**src/rtl/wbnd_pkg.sv**
```systemverilog
// Shared constants and pipeline item type for the wide-by-narrow divider.
package wbnd_pkg;

   localparam int FIELD_BITS  = 32;               // width of every payload port
   localparam int WORD_BITS   = 32;               // width of one half / divisor
   localparam int DIV_BITS    = 2 * WORD_BITS;    // dividend and quotient width
   localparam int STEP_BITS   = 2;                // quotient bits resolved per stage
   localparam int STAGE_COUNT = DIV_BITS / STEP_BITS;

   typedef struct packed {
      logic                 zero;  // divisor was zero
      logic [WORD_BITS-1:0] den;   // divisor after the top-bit adjustment
      logic [WORD_BITS-1:0] rem;   // partial remainder, below den whenever den is nonzero
      logic [DIV_BITS-1:0]  nq;    // dividend bits shift out the top, quotient bits in
   } item_type;

endpackage

```
**src/rtl/wbnd_prep.sv**
```systemverilog
// Input stage: masks the operands, applies the top-bit shift and flags a zero divisor.
module wbnd_prep (
   input  logic                          clock,
   input  logic                          reset,
   input  logic                          in_valid,
   input  logic [wbnd_pkg::FIELD_BITS-1:0] in_dividend_high,
   input  logic [wbnd_pkg::FIELD_BITS-1:0] in_dividend_low,
   input  logic [wbnd_pkg::FIELD_BITS-1:0] in_divisor,
   output logic                          in_stall,
   output logic                          out_valid,
   output wbnd_pkg::item_type            out_item,
   input  logic                          out_stall
);
   import wbnd_pkg::*;

   logic                 valid_ff;
   item_type             item_ff;
   item_type             item_in;
   logic [DIV_BITS-1:0]  num;
   logic [WORD_BITS-1:0] den;
   logic                 load;

   assign num  = {in_dividend_high[WORD_BITS-1:0], in_dividend_low[WORD_BITS-1:0]};
   assign den  = in_divisor[WORD_BITS-1:0];

   always_comb begin
      item_in.zero = (den == '0);
      item_in.rem  = '0;
      if (den[WORD_BITS-1]) begin
         item_in.nq  = num >> 1;
         item_in.den = den >> 1;
      end else begin
         item_in.nq  = num;
         item_in.den = den;
      end
   end

   // A slot is free when empty or when its beat moves on this cycle.
   assign in_stall = valid_ff && out_stall;
   assign load     = !in_stall;

   always_ff @(posedge clock) begin
      if (reset) begin
         valid_ff <= 1'b0;
      end else if (load) begin
         valid_ff <= in_valid;
      end
   end

   always_ff @(posedge clock) begin
      if (load && in_valid) begin
         item_ff <= item_in;
      end
   end

   assign out_valid = valid_ff;
   assign out_item  = item_ff;

endmodule

```
**config.mk**
```make
export PLATFORM = sky130hd
export DESIGN_NAME = wbnd_prep
export DESIGN_NICKNAME = d
export VERILOG_FILES = /design/src/rtl/wbnd_pkg.sv /design/src/rtl/wbnd_prep.sv
export SDC_FILE = /design/constraint.sdc
export NUM_CORES = 1
export LEC_CHECK = 0
export BUFFER_PORTS_ARGS = -buffer_cell sky130_fd_sc_hd__buf_2
export CELL_PAD_IN_SITES_DETAIL_PLACEMENT = 1
export CELL_PAD_IN_SITES_GLOBAL_PLACEMENT = 2
export CORE_MARGIN = 3
export CORE_UTILIZATION = 29
export CTS_CLUSTER_DIAMETER = 200
export DETAILED_ROUTE_END_ITERATION = 8
export PLACE_DENSITY = 0.76
export SLEW_MARGIN = 20
export SYNTH_ARGS = -nofsm -noshare
export SYNTH_HDL_FRONTEND = slang
export SYNTH_SLANG_ARGS = --single-unit
```
**constraint.sdc**
```tcl
create_clock -name clock -period 7.5 [get_ports clock]
set_input_delay 1.125 -clock clock [delete_from_list [all_inputs] [get_ports clock]]
set_output_delay 1.125 -clock clock [all_outputs]
set_load 0.02 [all_outputs]
```
==> flow_metrics.py <==
metrics = {
    "cts": {
        "htreeDepth": 3,
        "cts_sinks": 97,
        "clk_pin_slew_worst_paths_ns": 0.07,
        "post_cts_resized": 0,
        "cts_tree": "built",
        "postCtsHoldBufs": 0,
        "root_buffer": "clkbuf_16",
        "clk_latency_ns": 0.34,
        "numCtsBuffers": 9,
        "cts.path.max_buffers": 2,
        "cts_setup_buffers": 0,
    },
    "timing": {
        "final_hold_viol_count": 0,
        "hold_ws_ns": 0.665,
        "maxSlewViolCount": 0,
        "max_slew_margin_pct": 42.4,
        "tightest_slew_ns": 0.865,
        "max_freq_ghz": 0.369,
        "setup_tns_ns": 0,
        "period_needed_ns": 2.71,
        "setup_violations": 0,
        "rsz0062_at_grt": "false",
        "fin_crit_sh_pct": 36.1,
        "fin_worst_skew_ns": 0.00459,
    },
    "detailed_routing": {
        "routed_wl_mm": 11.2,
        "m1WireLength_mm": 4.31,
        "dr_wl_met2_mm": 5.61,
        "num_vias": 2808,
        "vias_per_cell": 4.39,
        "postRouteAntennaNets": 0,
        "top_layer": "met4",
        "drc": 0,
        "met3_length_mm": 1.10,
        "routedWlPerCell_um": 17.6,
        "drtIter0Drc": 91,
        "dr.pass1.iters": 4,
    },
    "run": {
        "drv_cap": 0,
    },
    "critical_path": {
        "critPathSlowestCell": "and2_1",
        "critPathMaxStageDelay_ns": 0.19,
        "critPathKind": "in2out",
        "end_kind": "primary output",
        "cp.arrival_ns": 1.58,
        "crit_chain": "buf_2, and2_1, buf_2",
        "cp-start-kind": "input port",
        "crit_top_cell": "buf_2",
        "critPathMaxFanout": 3,
        "crit_required_ns": 6.38,
    },
    "placement": {
        "dp.final_hpwl_mm": 8.53,
        "dpl-instance-area_sq_um": 5420,
        "io_buffers": 197,
        "dp.cells": 622,
        "gp_congestion": 0.736,
    },
    "floorplan": {
        "fp.dieW_um": 129,
        "die_area_sq_um": 16700,
        "initial_core_util_pct": 29.9,
        "die_h_um": 129,
        "num_rows": 44,
        "pin_count": 231,
        "core_sq_um": 14700,
    },
    "synth": {
        "synth_cells": 252,
        "synth_area_per_cell_sq_um": 17.5,
        "synth.distinct_cells": 14,
        "synth_area_sq_um": 4400,
        "synth.yosys.seq_area_share_pct": 66.0,
        "synth-seq-cells": 97,
        "ys_warn_count": 0,
    },
    "final_layout": {
        "diodes": 0,
        "fill_cells": 1578,
        "area_growth_pct": 30.8,
        "design_area_sq_um": 5760,
        "fin_nets": 550,
        "finalNonFillerCells": 639,
        "drive_above_1_share_pct": 68.1,
        "final_cell_mix": "196 x buf_2, 96 x edfxtp_1, 93 x mux2_2",
        "layout_commonest_cell": "buf_2",
    },
    "run_status": {
        "status": "finished, final reports clean",
    },
    "grt": {
        "first_global_vias": 2888,
        "grt_pass1_wl_mm": 16.1,
        "gr-total-overflow": 0,
        "gr-usage-all-layers_pct": 12.8,
        "antenna_found_initial": 0,
        "grt_max_degree": 97,
    },
    "power": {
        "ir_worst_vdd_uv": 115,
        "power.leakage_uw": 0.00238,
        "powerDensity_nw_per_um2": 236,
    },
    "hold_path": {
        "hold_path_class": "reg2reg",
    },
}
## metrics by stage
step	power [uW]	utilization (%)	worst slack, ns
floorplan	809	-	1.33
global placement	868	36.8	4.04
detailed placement	873	36.8	3.96
CTS	1370	39.0	4.33
global route	1410	39.2	4.77
finish	1360	39.2	4.79
## Yosys cell counts (all sizes together)
cell type	instances	share of area (%)
edfxtp	96	66
mux2	93	24
buf	44	7.7
nor4	8	1.3
nor2	3	0.26
nand4	2	0.28
nor2b	2	0.28
and2	1	0.14
conb	1	0.085
dfxtp	1	0.46
or2	1	0.14
## worst max-delay path: cells and delay by family
family / cells / cell delay (ns)
simple gates: 1 / 0.19
buf+inv: 2 / 0.26
## routing by layer
metal / global-route usage, % / vias to the layer above
met5: 0 / -
met4: 5.44 / 0
met3: 4.00 / 14
met2: 22.2 / 142
li1: - / 1301
met1: 14.5 / 1351
## final cells by class
class,instances,area [sq um],area share [%]
flip-flops and latches,97,2900,50.4
multi-input cells,143,1280,22.3
repair buffers,199,1020,17.7
well taps,184,230,4.00
clock buffers,9,225,3.91
clock inverters,7,93.8,1.63
## logic make-up after synthesis
| family | count (synthesis) | synth area share, % |
|---|---|---|
| flops | 97 | 66.0 |
| buf+inv | 44 | 7.74 |
| other cells | 1 | 0.0852 |
| mux | 93 | 23.8 |
| simple gates | 17 | 2.39 |
## power by group
part           total [uW]  internal, uW  switching (uW)
logic                 207          80.5             127
registers             653           643            9.41
clock network         497           292             204
total                1360          1020             340
## final timing paths
check	from	end	slack [ns]	cells after the start
min reg2reg	out_valid	out_valid	0.67	3
min	out_valid	out_valid	0.67	3
max	out_stall	in_stall	4.79	3
max reg2reg	out_valid	out_item[6]	5.51	3
## state kept, by name, summed over array words and instances (netlist names)
register   count
out_item      96
out_valid      1
Power figures use the tool's default switching activity.
