$ cat config.mk
export PLATFORM = sky130hd
export DESIGN_NAME = wbnd_stage
export DESIGN_NICKNAME = d
export VERILOG_FILES = /design/src/rtl/wbnd_pkg.sv /design/src/rtl/wbnd_stage.sv
export SDC_FILE = /design/constraint.sdc
export NUM_CORES = 1
export LEC_CHECK = 0
export ABC_AREA = 1
export BUFFER_PORTS_ARGS = -buffer_cell sky130_fd_sc_hd__buf_2
export CAP_MARGIN = 20
export CORE_MARGIN = 5
export CORE_UTILIZATION = 55
export DETAILED_ROUTE_END_ITERATION = 12
export GPL_TIMING_DRIVEN = 0
export PLACE_DENSITY = 0.94
export SYNTH_ARGS = -nofsm -noshare
export SYNTH_HDL_FRONTEND = slang
export SYNTH_SLANG_ARGS = --single-unit
$ cat constraint.sdc
create_clock -name clock -period 24.5 [get_ports clock]
set_input_delay 4.9 -clock clock [delete_from_list [all_inputs] [get_ports clock]]
set_output_delay 4.9 -clock clock [all_outputs]
set_load 0.01 [all_outputs]
$ cat src/rtl/wbnd_pkg.sv
// Shared constants and pipeline item type for the wide-by-narrow divider.
package wbnd_pkg;

   localparam int FIELD_BITS  = 32;               // width of every payload port
   localparam int WORD_BITS   = 32;               // width of one half / divisor
   localparam int DIV_BITS    = 2 * WORD_BITS;    // dividend and quotient width
   localparam int STEP_BITS   = 2;                // quotient bits resolved per stage
   localparam int STAGE_COUNT = DIV_BITS / STEP_BITS;

   typedef struct packed {
      logic                 zero;  // divisor was zero
      logic [WORD_BITS-1:0] den;   // divisor after the top-bit adjustment
      logic [WORD_BITS-1:0] rem;   // partial remainder, below den whenever den is nonzero
      logic [DIV_BITS-1:0]  nq;    // dividend bits shift out the top, quotient bits in
   } item_type;

endpackage

$ cat src/rtl/wbnd_stage.sv
// One restoring-division stage: resolves STEP_BITS quotient bits and registers the item.
module wbnd_stage (
   input  logic               clock,
   input  logic               reset,
   input  logic               in_valid,
   input  wbnd_pkg::item_type in_item,
   output logic               in_stall,
   output logic               out_valid,
   output wbnd_pkg::item_type out_item,
   input  logic               out_stall
);
   import wbnd_pkg::*;

   logic     valid_ff;
   item_type item_ff;
   item_type item_in;
   logic     load;

   always_comb begin
      logic [WORD_BITS:0] trial;
      item_in = in_item;
      for (int i = 0; i < STEP_BITS; i++) begin
         trial      = {item_in.rem, item_in.nq[DIV_BITS-1]};
         item_in.nq = item_in.nq << 1;
         if (trial >= {1'b0, item_in.den}) begin
            trial         = trial - {1'b0, item_in.den};
            item_in.nq[0] = 1'b1;
         end
         item_in.rem = trial[WORD_BITS-1:0];
      end
   end

   assign in_stall = valid_ff && out_stall;
   assign load     = !in_stall;

   always_ff @(posedge clock) begin
      if (reset) begin
         valid_ff <= 1'b0;
      end else if (load) begin
         valid_ff <= in_valid;
      end
   end

   always_ff @(posedge clock) begin
      if (load && in_valid) begin
         item_ff <= item_in;
      end
   end

   assign out_valid = valid_ff;
   assign out_item  = item_ff;

endmodule

==> summary.md, run 1 <==
| Metric | Value |
|---|---|
| Gr ovfl total | 0 |
| Hold_buf cts | 0 |
| First-pass GRT wire length | 47.84 mm |
| Routed WL | 31.68 mm |
| Clock Latency Late Sink | 420 ps |
| Clock network power share | 0.294 |
| Mapped Area | 0.009397 mm2 |
| Internal power | 539.7 uW |
| Worst min path class | flip-flop to flip-flop |
| Clock Tree Buf Depth | 2 |
| Gpl congestion | 0.9582 |
| Initial core utilization | 0.5626 |
| Clock Skews | 13.16 ps |
| Clock sink total | 130 |
| Element type at the critical path end | output pin |
| Final Non-Filler Cells | 1709 |
| Crit-path max cell delay | 150 ps |
| Area growth, synth to finish | 23.90% |
| Area share of the largest cell type after synthesis | 0.4123 |
| Cell variety after synth | 46 |
| H-tree depth | 4 |
| Worst setup path category | input pin to output pin |
| Nets@finish | 1674 |
| CTS tree | built |
| Worst Path Required | 19600 ps |
| Post-route setup TNS | 0 ps |
| Main synth FF type | edfxtp_1 |
| Syn. warnings | 0 |
| Number of global-route vias before repair | 9020 |
| Switching Power | 309.4 uW |
| Unrepaired setup endpoints after global routing | false |
| Syn Nets | 1389 |
| Maximum vdd drop | 0.05038 mV |
| Pre-Repair DR Iteration Count | 7 |
| CP max FO | 2 |
| Flop pwr share | 0.335 |
| Crit-path most repeated cell | buf_2 |
| I/O pin total | 264 |
| Pwr Total | 849.1 uW |
| Post-Syn Instances | 1190 |
| Status | completed |
| Average size of a mapped cell | 7.896 um2 |
| Die width | 140.7 um |
| Antenna violations before repair | 0 |
| Die H | 140.7 um |
| Clock-pin slew on the worst setup and hold paths | 50 ps |
| Post-CTS sizing | 0 |
| Post-synth EDFFs | 129 |
| Final setup viols | 0 |
| CTS Root Buffer Type | clkbuf_16 |
| CP arrival | 5320 ps |
| Post-synth ARST share | 0 |
| ANT nets after route | 0 |
| Combinational power share | 0.371 |
| Power Dens Cells | 72.94 mW/mm2 |
| Largest cells by area after synthesis | edfxtp_1 41%, nand2_1 15%, ha_1 8.5% |
| Vias | 9368 |
| Achievable Freq | 97.84 MHz |
| Sw frac | 0.3644 |
| Die footprint | 0.01980 mm2 |
| Core area | 0.01670 mm2 |
| DR iter-0 viols | 803 |
| Fillers | 1377 |
| Pleak | 0.005927 uW |
| Count of state elements after synthesis | 130 |
| Max-cap violations | 0 |
| Share of cells above drive strength 1 | 0.2608 |
| DR DRC count | 0 |
| CP Launch Type | input pin |
| Largest net degree at the start of global routing | 39 |
| CP Cell Sequence | buf_2 > nand2_1 > inv_1 > buf_2 |
| Final Hold Fails | 0 |
| Minimum clock period | 10220 ps |
| Port buffer count | 263 |
| Crit-path slowest cell | buf_2 |
| Register area share after synthesis | 0.4144 |
| Final worst-path cycle share | 0.4172 |
| Vias per cell | 5.482 |
| Synth area leader | edfxtp_1 |
| Total Routing Usage GR | 0.3114 |
| Relative slew slack | 0.3731 |
| Worst-Margin Slew | 938.2 ps |
| Inst Count DP | 1676 |
| WL per Instance | 18.53 um |
| # Post-CTS Setup Buffers | 0 |
| Num rows | 47 |
| Slew Limit Fails | 0 |
| HPWL after DPL | 25.89 mm |
| CTS buffer count | 17 |
| Util after Layout | 0.6971 |
==> cell families after synthesis <==
logic type	synth area share
compound gates	0.07603
xor+xnor	0.03728
fa+ha+maj	0.08948
buf+inv	0.08602
flops	0.4144
simple gates	0.2968
==> final cells by class <==
cell class | count | area, um2 | area share
antenna | 1 | 2.502 | 0.0002149
buffer | 15 | 126.4 | 0.01085
clock buffer | 18 | 429.2 | 0.03686
clock inverter | 14 | 155.1 | 0.01333
inverter | 181 | 681.9 | 0.05857
multi-input combinational | 864 | 4702 | 0.4039
sequential | 130 | 3894 | 0.3344
tap | 220 | 275.3 | 0.02364
timing repair buffer | 266 | 1376 | 0.1182
==> flip-flops by register name, indices dropped and copies added (netlist names) <==
register	count
out_valid	1
out_item	129
==> worst paths after layout <==
check	startpoint	end	slack, ps	cells past startpoint
worst max-delay path	out_stall	in_stall	14280	4
worst max register to register	out_valid	out_item[93]	22180	6
worst min-delay path	out_valid	out_valid	500	2
worst min register to register	out_valid	out_valid	500	2
==> power by group through the flow <==
stage | Combinational [uW] | Clock (uW) | Sequential, uW
6_report | 315 | 250 | 284
4_1_cts | 309 | 251 | 285
5_1_grt | 343 | 263 | 286
3_3_place_gp | 299 | 0 | 290
3_5_place_dp | 305 | 0 | 289
2_1_floorplan | 191 | 0 | 305
==> metrics by stage <==
step,hold slack (ps),cell area (um2),worst slack (ps)
after floorplan,491.8,9397,13470
after global placement,453.8,10990,11760
after detailed placement,487.1,11060,14280
after CTS,495.7,11640,14280
after global routing,519.6,11640,14270
final,497.9,11640,14280
==> metal layers <==
| layer | vias to the layer above | GRT usage | wire (um) | share of wire |
|---|---|---|---|---|
| met3 | 96 | 0.05689 | 2653 | 0.084 |
| met1 | 4319 | 0.3713 | 11990 | 0.38 |
| met4 | 0 | 0.1163 | 1281 | 0.040 |
| met5 | - | 0 | 0 | 0 |
| met2 | 483 | 0.5595 | 15750 | 0.50 |
| li1 | 4470 | - | - | - |
==> synth_stat cells, drive strengths merged, types with 3 or more instances <==
cell type / number
nand2: 407
inv: 181
edfxtp: 129
nand3: 96
nor2: 95
ha: 64
a21oi: 58
o21ai: 39
xor2: 21
xnor2: 19
nand4: 17
buf: 12
o21bai: 8
nor3: 7
a21o: 6
nand3b: 6
clkbuf: 3
o211ai: 3
or2: 3
==> worst max-delay path: cells and delay by family <==
family,cells,cell delay (ps)
buf+inv,3,350
simple gates,1,70
==> placed cells by master, fill, tap and decap left out, types with 4 or more instances in the layout <==
master	count
nand3b_1	6
clkbuf_16	17
xnor2_1	19
clkbuf_1	4
nor3_1	5
a21o_1	6
o21ai_1	7
xor2_1	21
buf_2	265
clkinv_4	4
buf_6	6
o21ai_0	22
nand4_1	15
inv_1	177
o21bai_1	8
nand2_2	37
o21ai_2	10
nand2_1	370
inv_6	4
nor2_2	13
ha_1	64
nand3_1	94
a21oi_1	55
edfxtp_1	129
nor2_1	79
Note: power is estimated with default switching activity, not from simulation.
==> run 2: changes to the inputs <==
- ABC_AREA: 1 -> 0
- CORE_UTILIZATION: 55 -> 47
- PLACE_DENSITY: 0.94 -> 0.88
- clock period: 24.5 -> 9.3 ns (I/O delays scaled with it)
==> run 2 against run 1 <==
Non-clock buffer count stayed put. Utilization is 8.8 points lower. Sequential share of layout area is 3.6 points higher. Synthesized cell count is 40% lower. Flip-flop and latch count stayed put. Synthesized area is 12% lower. Clock power grew to 2.7 times the previous value. Final cell count is 27% lower. Die area is 2.4% higher. Critical path type is now input pin to flip-flop. Largest cell class unchanged. Largest power group is now sequential cells.
==> summary.md, run 2 <==
| Metric | Value |
|---|---|
| CTS buffer count | 17 (unchanged) |
| Unrepaired setup endpoints after global routing | false |
| ANT nets after route | 0 (unchanged) |
| # Post-CTS Setup Buffers | 0 (unchanged) |
| Nets@finish | 1199 (-28%) |
| Count of state elements after synthesis | 130 (unchanged) |
| Post-synth top cells | 129 x edfxtp_1, 64 x ha_1, 52 x inv_1 |
| Core area | 0.01724 mm2 (+3.2%) |
| Area growth, synth to finish | 27.50% |
| CP Launch Type | input pin |
| First-pass GRT wire length | 34.73 mm (-27%) |
| Synth area leader | edfxtp_1 |
| DR iter-0 viols | 451 (-44%) |
| CP max FO | 10 (+8) |
| Fillers | 1403 (+1.9%) |
| Buf+Inv Stages, Crit Path | 5 (+2) |
| Die H | 142.4 um (+1.2%) |
| Routed WL | 22.51 mm (-29%) |
| Worst min path class | flip-flop to flip-flop |
| Area share of the largest cell type after synthesis | 0.4704 (+0.05819) |
| I/O pin total | 264 (unchanged) |
| Crit-path max cell delay | 620 ps (+470 ps) |
| Element type at the critical path end | flip-flop |
| Pleak | 0.004767 uW (-20%) |
| Register area share after synthesis | 0.4729 (+0.05850) |
| Syn Nets | 914 (-34%) |
| Post-Syn Instances | 715 (-40%) |
| R2r setup slk | 7180 ps (-15000 ps) |
| Main synth FF type | edfxtp_1 |
| Post-synth ARST share | 0 (unchanged) |
| Adder-cell area share of the yosys netlist | 0.1021 (+0.01263) |
| Clock sink total | 130 (unchanged) |
| Worst-Margin Slew | 944.8 ps (+6.595 ps) |
| Util after Layout | 0.6091 (-0.08801) |
| Share of cells above drive strength 1 | 0.3544 (+0.09364) |
| Inst Count DP | 1206 (-28%) |
| Power Dens Cells | 207.9 mW/mm2 (+190%) |
| Status | completed |
| Minimum clock period | 7712 ps |
| Vias per cell | 5.497 (+0.28%) |
| Antenna violations before repair | 3 (+3) |
| DR DRC count | 0 (unchanged) |
| Average size of a mapped cell | 11.52 um2 (+46%) |
| H-tree depth | 4 (unchanged) |
| Gpl congestion | 0.9303 (-2.9%) |
| Achievable Freq | 129.7 MHz |
| CTS tree | built |
| Final Non-Filler Cells | 1240 (-27%) |
| Die width | 142.4 um (+1.2%) |
| Largest net degree at the start of global routing | 39 (unchanged) |
| Clock Tree Buf Depth | 2 (unchanged) |
| Mapped Area | 0.008234 mm2 (-12%) |
| Total Routing Usage GR | 0.2173 (-0.09414) |
| Post-synth EDFFs | 129 (unchanged) |
| Number of flip-flops in the largest register | 129 (unchanged) |
| Post-CTS sizing | 0 (unchanged) |
| Crit-path slowest cell | a221oi_1 |
| WL per Instance | 18.15 um (-2.1%) |
| Num rows | 48 (+2.1%) |
| HPWL after DPL | 17.86 mm (-31%) |
| Commonest cells after routing, fill and taps aside | 268 x buf_2, 129 x edfxtp_1, 64 x ha_1 |
| Most common cell after layout, fill and taps aside | buf_2 |
| Syn. warnings | 0 (unchanged) |
| Clock Latency Late Sink | 420 ps (about the same) |
| Synth Area in Compound Gates | 0.1596 (+0.08352) |
| Die footprint | 0.02027 mm2 (+2.4%) |
| Post-synthesis mux area share | 0.08525 (+0.08525) |
| Port buffer count | 263 (unchanged) |
| Number of global-route vias before repair | 6808 (-25%) |
| Maximum vdd drop | 0.1512 mV (+200%) |
| Worst setup path category | input pin to flip-flop |
| Simple-gate portion of the synthesized area | 0.09512 (-0.2017) |
| Gr ovfl total | 0 (unchanged) |
| Clock Skews | 7.835 ps (-5.326 ps) |
| Final Hold Fails | 0 (unchanged) |
| Final worst-path cycle share | 0.8292 |
| Pre-Repair DR Iteration Count | 5 (-2) |
| Hold_buf cts | 0 (unchanged) |
| CTS Root Buffer Type | clkbuf_16 |
| Synth Area in XOR/XNOR | 0.04999 (+0.01271) |
| Largest cells by area after synthesis | edfxtp_1 47%, ha_1 9.7%, xnor2_1 3.7% |
| Max-cap violations | 0 (unchanged) |
| Vias | 6816 (-27%) |
| Most common cell in the netlist | edfxtp_1 |
| CP Cell Sequence | buf_2 > inv_1 > ha_1 > a211oi_1 > o21bai_1 > nand3b_1 > a21oi_2 > a21oi_2 > a41oi_4 > and2_1 > buf_6 > inv_6 > buf_6 > mux2_4 > ha_1 > a21o_1 > a221oi_1 > or4_1 > a31oi_1 > a221oi_1 > o21bai_1 > mux2_2 > nor4b_1 > mux2i_1 |
| Slew Limit Fails | 0 (unchanged) |
| Relative slew slack | 0.3688 (-0.004249) |
| Largest family of logic cells by synthesized area | compound AO/OA/AOI/OAI gates |
| Kind of cell adding the most delay to the critical path | compound AO/OA/AOI/OAI gates |
| Clock-pin slew on the worst setup and hold paths | 70 ps (+20 ps) |
| Initial core utilization | 0.4777 (-0.08492) |
| CP arrival | 7880 ps (+2560 ps) |
| Final setup viols | 0 (unchanged) |
| Cell variety after synth | 66 (+43%) |
| Worst Path Required | 9460 ps (-10140 ps) |
-- run 2: cell count changes after synthesis, sizes merged, moves of 9 or more --
cell and delta:
a211oi +11, mux2 +52, xor2 -9, nand2 -371, nor2 -62, nand3 -80
xnor2 +16, inv -128, a21o +26
-- run 2: cells by family (layout without fill, tap and decap cells) --
family / after synthesis / after routing
muxes: 58 / 58
DFF: 130 / 130
buffers and inverters: 68 / 366
and+or+nand+nor: 153 / 153
adders and majority gates: 66 / 66
xor gates and xnor gates: 47 / 47
AOI/OAI and AO/OA: 193 / 193
other: 0 / 2
-- run 2: tightest hold or removal path, cell delays in order, from the launching register on --
cell     delay (ps)
dfxtp_1         300
and2_1          180
nor2_1          110
nor2_1           40
-- run 2: where the power goes --
group | total (uW) | leakage (uW) | switching (uW) | internal [uW]
combinational | 746 | 0.00323 | 406 | 340
clock | 680 | 0.000286 | 277 | 403
sequential | 756 | 0.00125 | 15.2 | 741
-- run 2: worst paths after layout --
kind                                endpoint  cells after the start    startpoint
worst max-delay path            out_item[94]                     24  in_item[102]
worst min-delay path               out_valid                      3     out_valid
worst max register to register  out_item[60]                      4     out_valid
worst min register to register     out_valid                      3     out_valid
-- run 2: through the flow --
step                power, uW  hold WS (ps)  TNS, ps  setup WS [ps]  instance area (um2)
finish                   2183         671.6        0           1588                10500
global route             2305         728.6        0           1240                10500
CTS                      2196         673.8        0           1600                10490
detailed placement       1504         666.6        0           1180                 9899
global placement         1494         591.4  -166040          -1294                 9832
floorplan                1297         679.7        0          903.8                 8234
-- run 2: per-layer routing --
metal / GRT usage / vias to the layer above / part of all wire
li1: - / 3298 / -
met1: 0.2590 / 3155 / 0.39
met2: 0.3801 / 307 / 0.50
met3: 0.05612 / 54 / 0.085
met4: 0.07754 / 2 / 0.026
met5: 0 / - / 0.00031
-- run 2: area by class of cell --
cell class,instances,area [um2],area share
Sequential cell,130,3894,0.3709
Tap cell,225,281.5,0.02681
Antenna cell,2,5.005,0.0004767
Timing Repair Buffer,266,1376,0.1311
Inverter,53,203.9,0.01943
Buffer,15,85.08,0.008104
Clock inverter,14,165.2,0.01573
Clock buffer,18,429.2,0.04088
Multi-Input combinational cell,517,4059,0.3866
==> run 3: changes to the inputs <==
- clock period: 9.3 -> 6.35 ns (I/O delays scaled with it)
==> run 3 against run 2 <==
Clock-buffer cell count unchanged. Critical path depth increased by 1. Routed wire length increased by 4.2%.
==> summary.md, run 3 (synthesized netlist as in run 2, its figures left out) <==
| Metric | Value |
|---|---|
| Status | completed |
| Commonest cells after routing, fill and taps aside | 264 x buf_2, 129 x edfxtp_1, 51 x inv_1, 51 x ha_1, 48 x a21oi_1 |
| Setup WS pre-CTS | -1166 ps (-2345 ps) |
| ANT nets after route | 0 (unchanged) |
| Clock network power share | 0.290 (-0.022) |
| Final Hold Fails | 0 (unchanged) |
| Fin worst setup slack | 111.5 ps (-1477 ps) |
| Clock-pin slew on the worst setup and hold paths | 60 ps (about the same) |
| I/O pin total | 264 (unchanged) |
| DR DRC count | 0 (unchanged) |
| Vias | 6922 (+1.6%) |
| Sw frac | 0.3260 (+0.006008) |
| Most common cell after layout, fill and taps aside | buf_2 |
| Slew Limit Fails | 0 (unchanged) |
| Maximum vdd drop | 0.2067 mV (+37%) |
| Area growth, synth to finish | 32.21% |
| Met2 Resource Use GR | 0.3831 (+0.002981) |
| DR iter-0 viols | 469 (+4.0%) |
| Worst setup path category | input pin to flip-flop |
| Clock sink total | 130 (unchanged) |
| Crit-path most repeated cell | a21o_1 |
| CTS Root Buffer Type | clkbuf_16 |
| Met1 Use GR | 0.2636 (+0.004518) |
| Num rows | 48 (unchanged) |
| Achievable Freq | 160.3 MHz |
| Clock Skews | 14.51 ps (+6.678 ps) |
| Antenna violations before repair | 4 (+1) |
| Port buffer count | 263 (unchanged) |
| H-tree depth | 4 (unchanged) |
| Kind of cell adding the most delay to the critical path | compound AO/OA/AOI/OAI gates |
| Hold_ws | 657.5 ps (-14.03 ps) |
| CP max FO | 10 (unchanged) |
| Final Non-Filler Cells | 1256 (+1.3%) |
| Core area | 0.01724 mm2 (unchanged) |
| Gpl congestion | 0.9069 (-2.5%) |
| Gr ovfl total | 0 (unchanged) |
| Routed WL | 23.45 mm (+4.2%) |
| Number of flip-flops in the largest register | 129 (unchanged) |
| Clock Latency Late Sink | 430 ps (about the same) |
| Vias per cell | 5.511 (+0.26%) |
| Hold_buf cts | 0 (unchanged) |
| First-pass GRT wire length | 35.27 mm (+1.5%) |
| Minimum clock period | 6238 ps |
| Area post-placement | 0.009899 mm2 (unchanged) |
| Total Routing Usage GR | 0.2204 (+0.003128) |
| Worst min path class | flip-flop to flip-flop |
| Nets@finish | 1214 (+1.3%) |
| CTS tree | built |
| Largest net degree at the start of global routing | 40 (+2.6%) |
| Final setup viols | 0 (unchanged) |
| Clock Tree Buf Depth | 2 (unchanged) |
| WL per Instance | 18.67 um (+2.8%) |
| Flop pwr share | 0.338 (-0.008) |
| Max-cap violations | 0 (unchanged) |
| Relative slew slack | 0.4751 (+0.1063) |
| Inst Count DP | 1206 (unchanged) |
| Met3 Use GR | 0.05175 (-0.004368) |
| Internal power | 2204 uW (+49%) |
| Worst Path Required | 6520 ps (-2940 ps) |
| Global route hottest layer | met2 |
| HPWL after DPL | 17.97 mm (+0.64%) |
| CP arrival | 6410 ps (-1470 ps) |
| Pre-Repair DR Iteration Count | 6 (+1) |
| Crit-path slowest cell | a211oi_2 |
| Share of cells above drive strength 1 | 0.4027 (+0.04833) |
| Initial core utilization | 0.4777 (unchanged) |
| Worst-Margin Slew | 779.1 ps (-165.7 ps) |
| Number of global-route vias before repair | 6854 (+0.68%) |
| Element type at the critical path end | flip-flop |
| Crit-path max cell delay | 330 ps (-290 ps) |
| Buf+Inv Stages, Crit Path | 6 (+1) |
| Die width | 142.4 um (unchanged) |
| Pleak | 0.004860 uW (+1.9%) |
| Power Dens Cells | 300.4 mW/mm2 (+45%) |
| Switching Power | 1066 uW (+53%) |
| Combinational power share | 0.372 (+0.030) |
| Final worst-path cycle share | 0.9824 |
| CP Launch Type | input pin |
| CTS buffer count | 17 (unchanged) |
| Die footprint | 0.02027 mm2 (unchanged) |
| Die H | 142.4 um (unchanged) |
| Post-route cell area | 0.01089 mm2 (+3.7%) |
## run 3: power by group through the flow
stage	Combinational (uW)	Sequential [uW]	Clock, uW
2_1_floorplan	707	1190	0
3_3_place_gp	1050	1130	0
3_5_place_dp	1080	1120	0
4_1_cts	1130	1110	969
5_1_grt	1320	1110	1010
6_report	1220	1110	947
## run 3: worst reg2reg max path: cells and delay by family (launching register included)
kind | cells | cell delay [ps]
flip-flops | 1 | 300
AND/OR/NAND/NOR | 2 | 800
buffers and inverters | 2 | 540
## run 3: through the flow
stage | util | power, uW | setup TNS (ps)
2_1_floorplan | - | 1895 | 0
3_3_place_gp | 0.5706 | 2181 | -53190
3_5_place_dp | 0.5743 | 2204 | -32000
4_1_cts | 0.6138 | 3209 | 0
5_1_grt | 0.6315 | 3444 | -63.92
6_report | 0.6316 | 3270 | 0
## run 3: final timing paths
path                                    from       endpoint  slack (ps)  cells after the start
worst max-delay path            in_item[122]   out_item[67]         110                     25
worst min-delay path               out_valid      out_valid         660                      3
worst max register to register     out_valid  out_item[108]        4380                      4
worst min register to register     out_valid      out_valid         660                      3
## run 3: what timing repair did
action                     4_1_cts  5_1_grt
resized for setup               16       42
gates cloned                     0        1
buffers inserted                 4       14
setup endpoints to repair       33       32
pin swaps                        4       18
## run 3: layer usage
layer | routed length, um | vias to the layer above
met5 | 19 | -
met4 | 686 | 4
met3 | 1768 | 54
met2 | 11730 | 277
met1 | 9244 | 3263
li1 | - | 3324
## run 3: layout make-up
class	count	area, um2
Antenna cell	3	7.507
Tap cell	225	281.5
Sequential cell	130	3894
Clock buffer	18	429.2
Buffer	11	98.84
Inverter	53	207.7
Fill cell	1379	6350
Clock inverter	14	140.1
Multi-Input combinational cell	517	4309
Timing Repair Buffer	285	1519
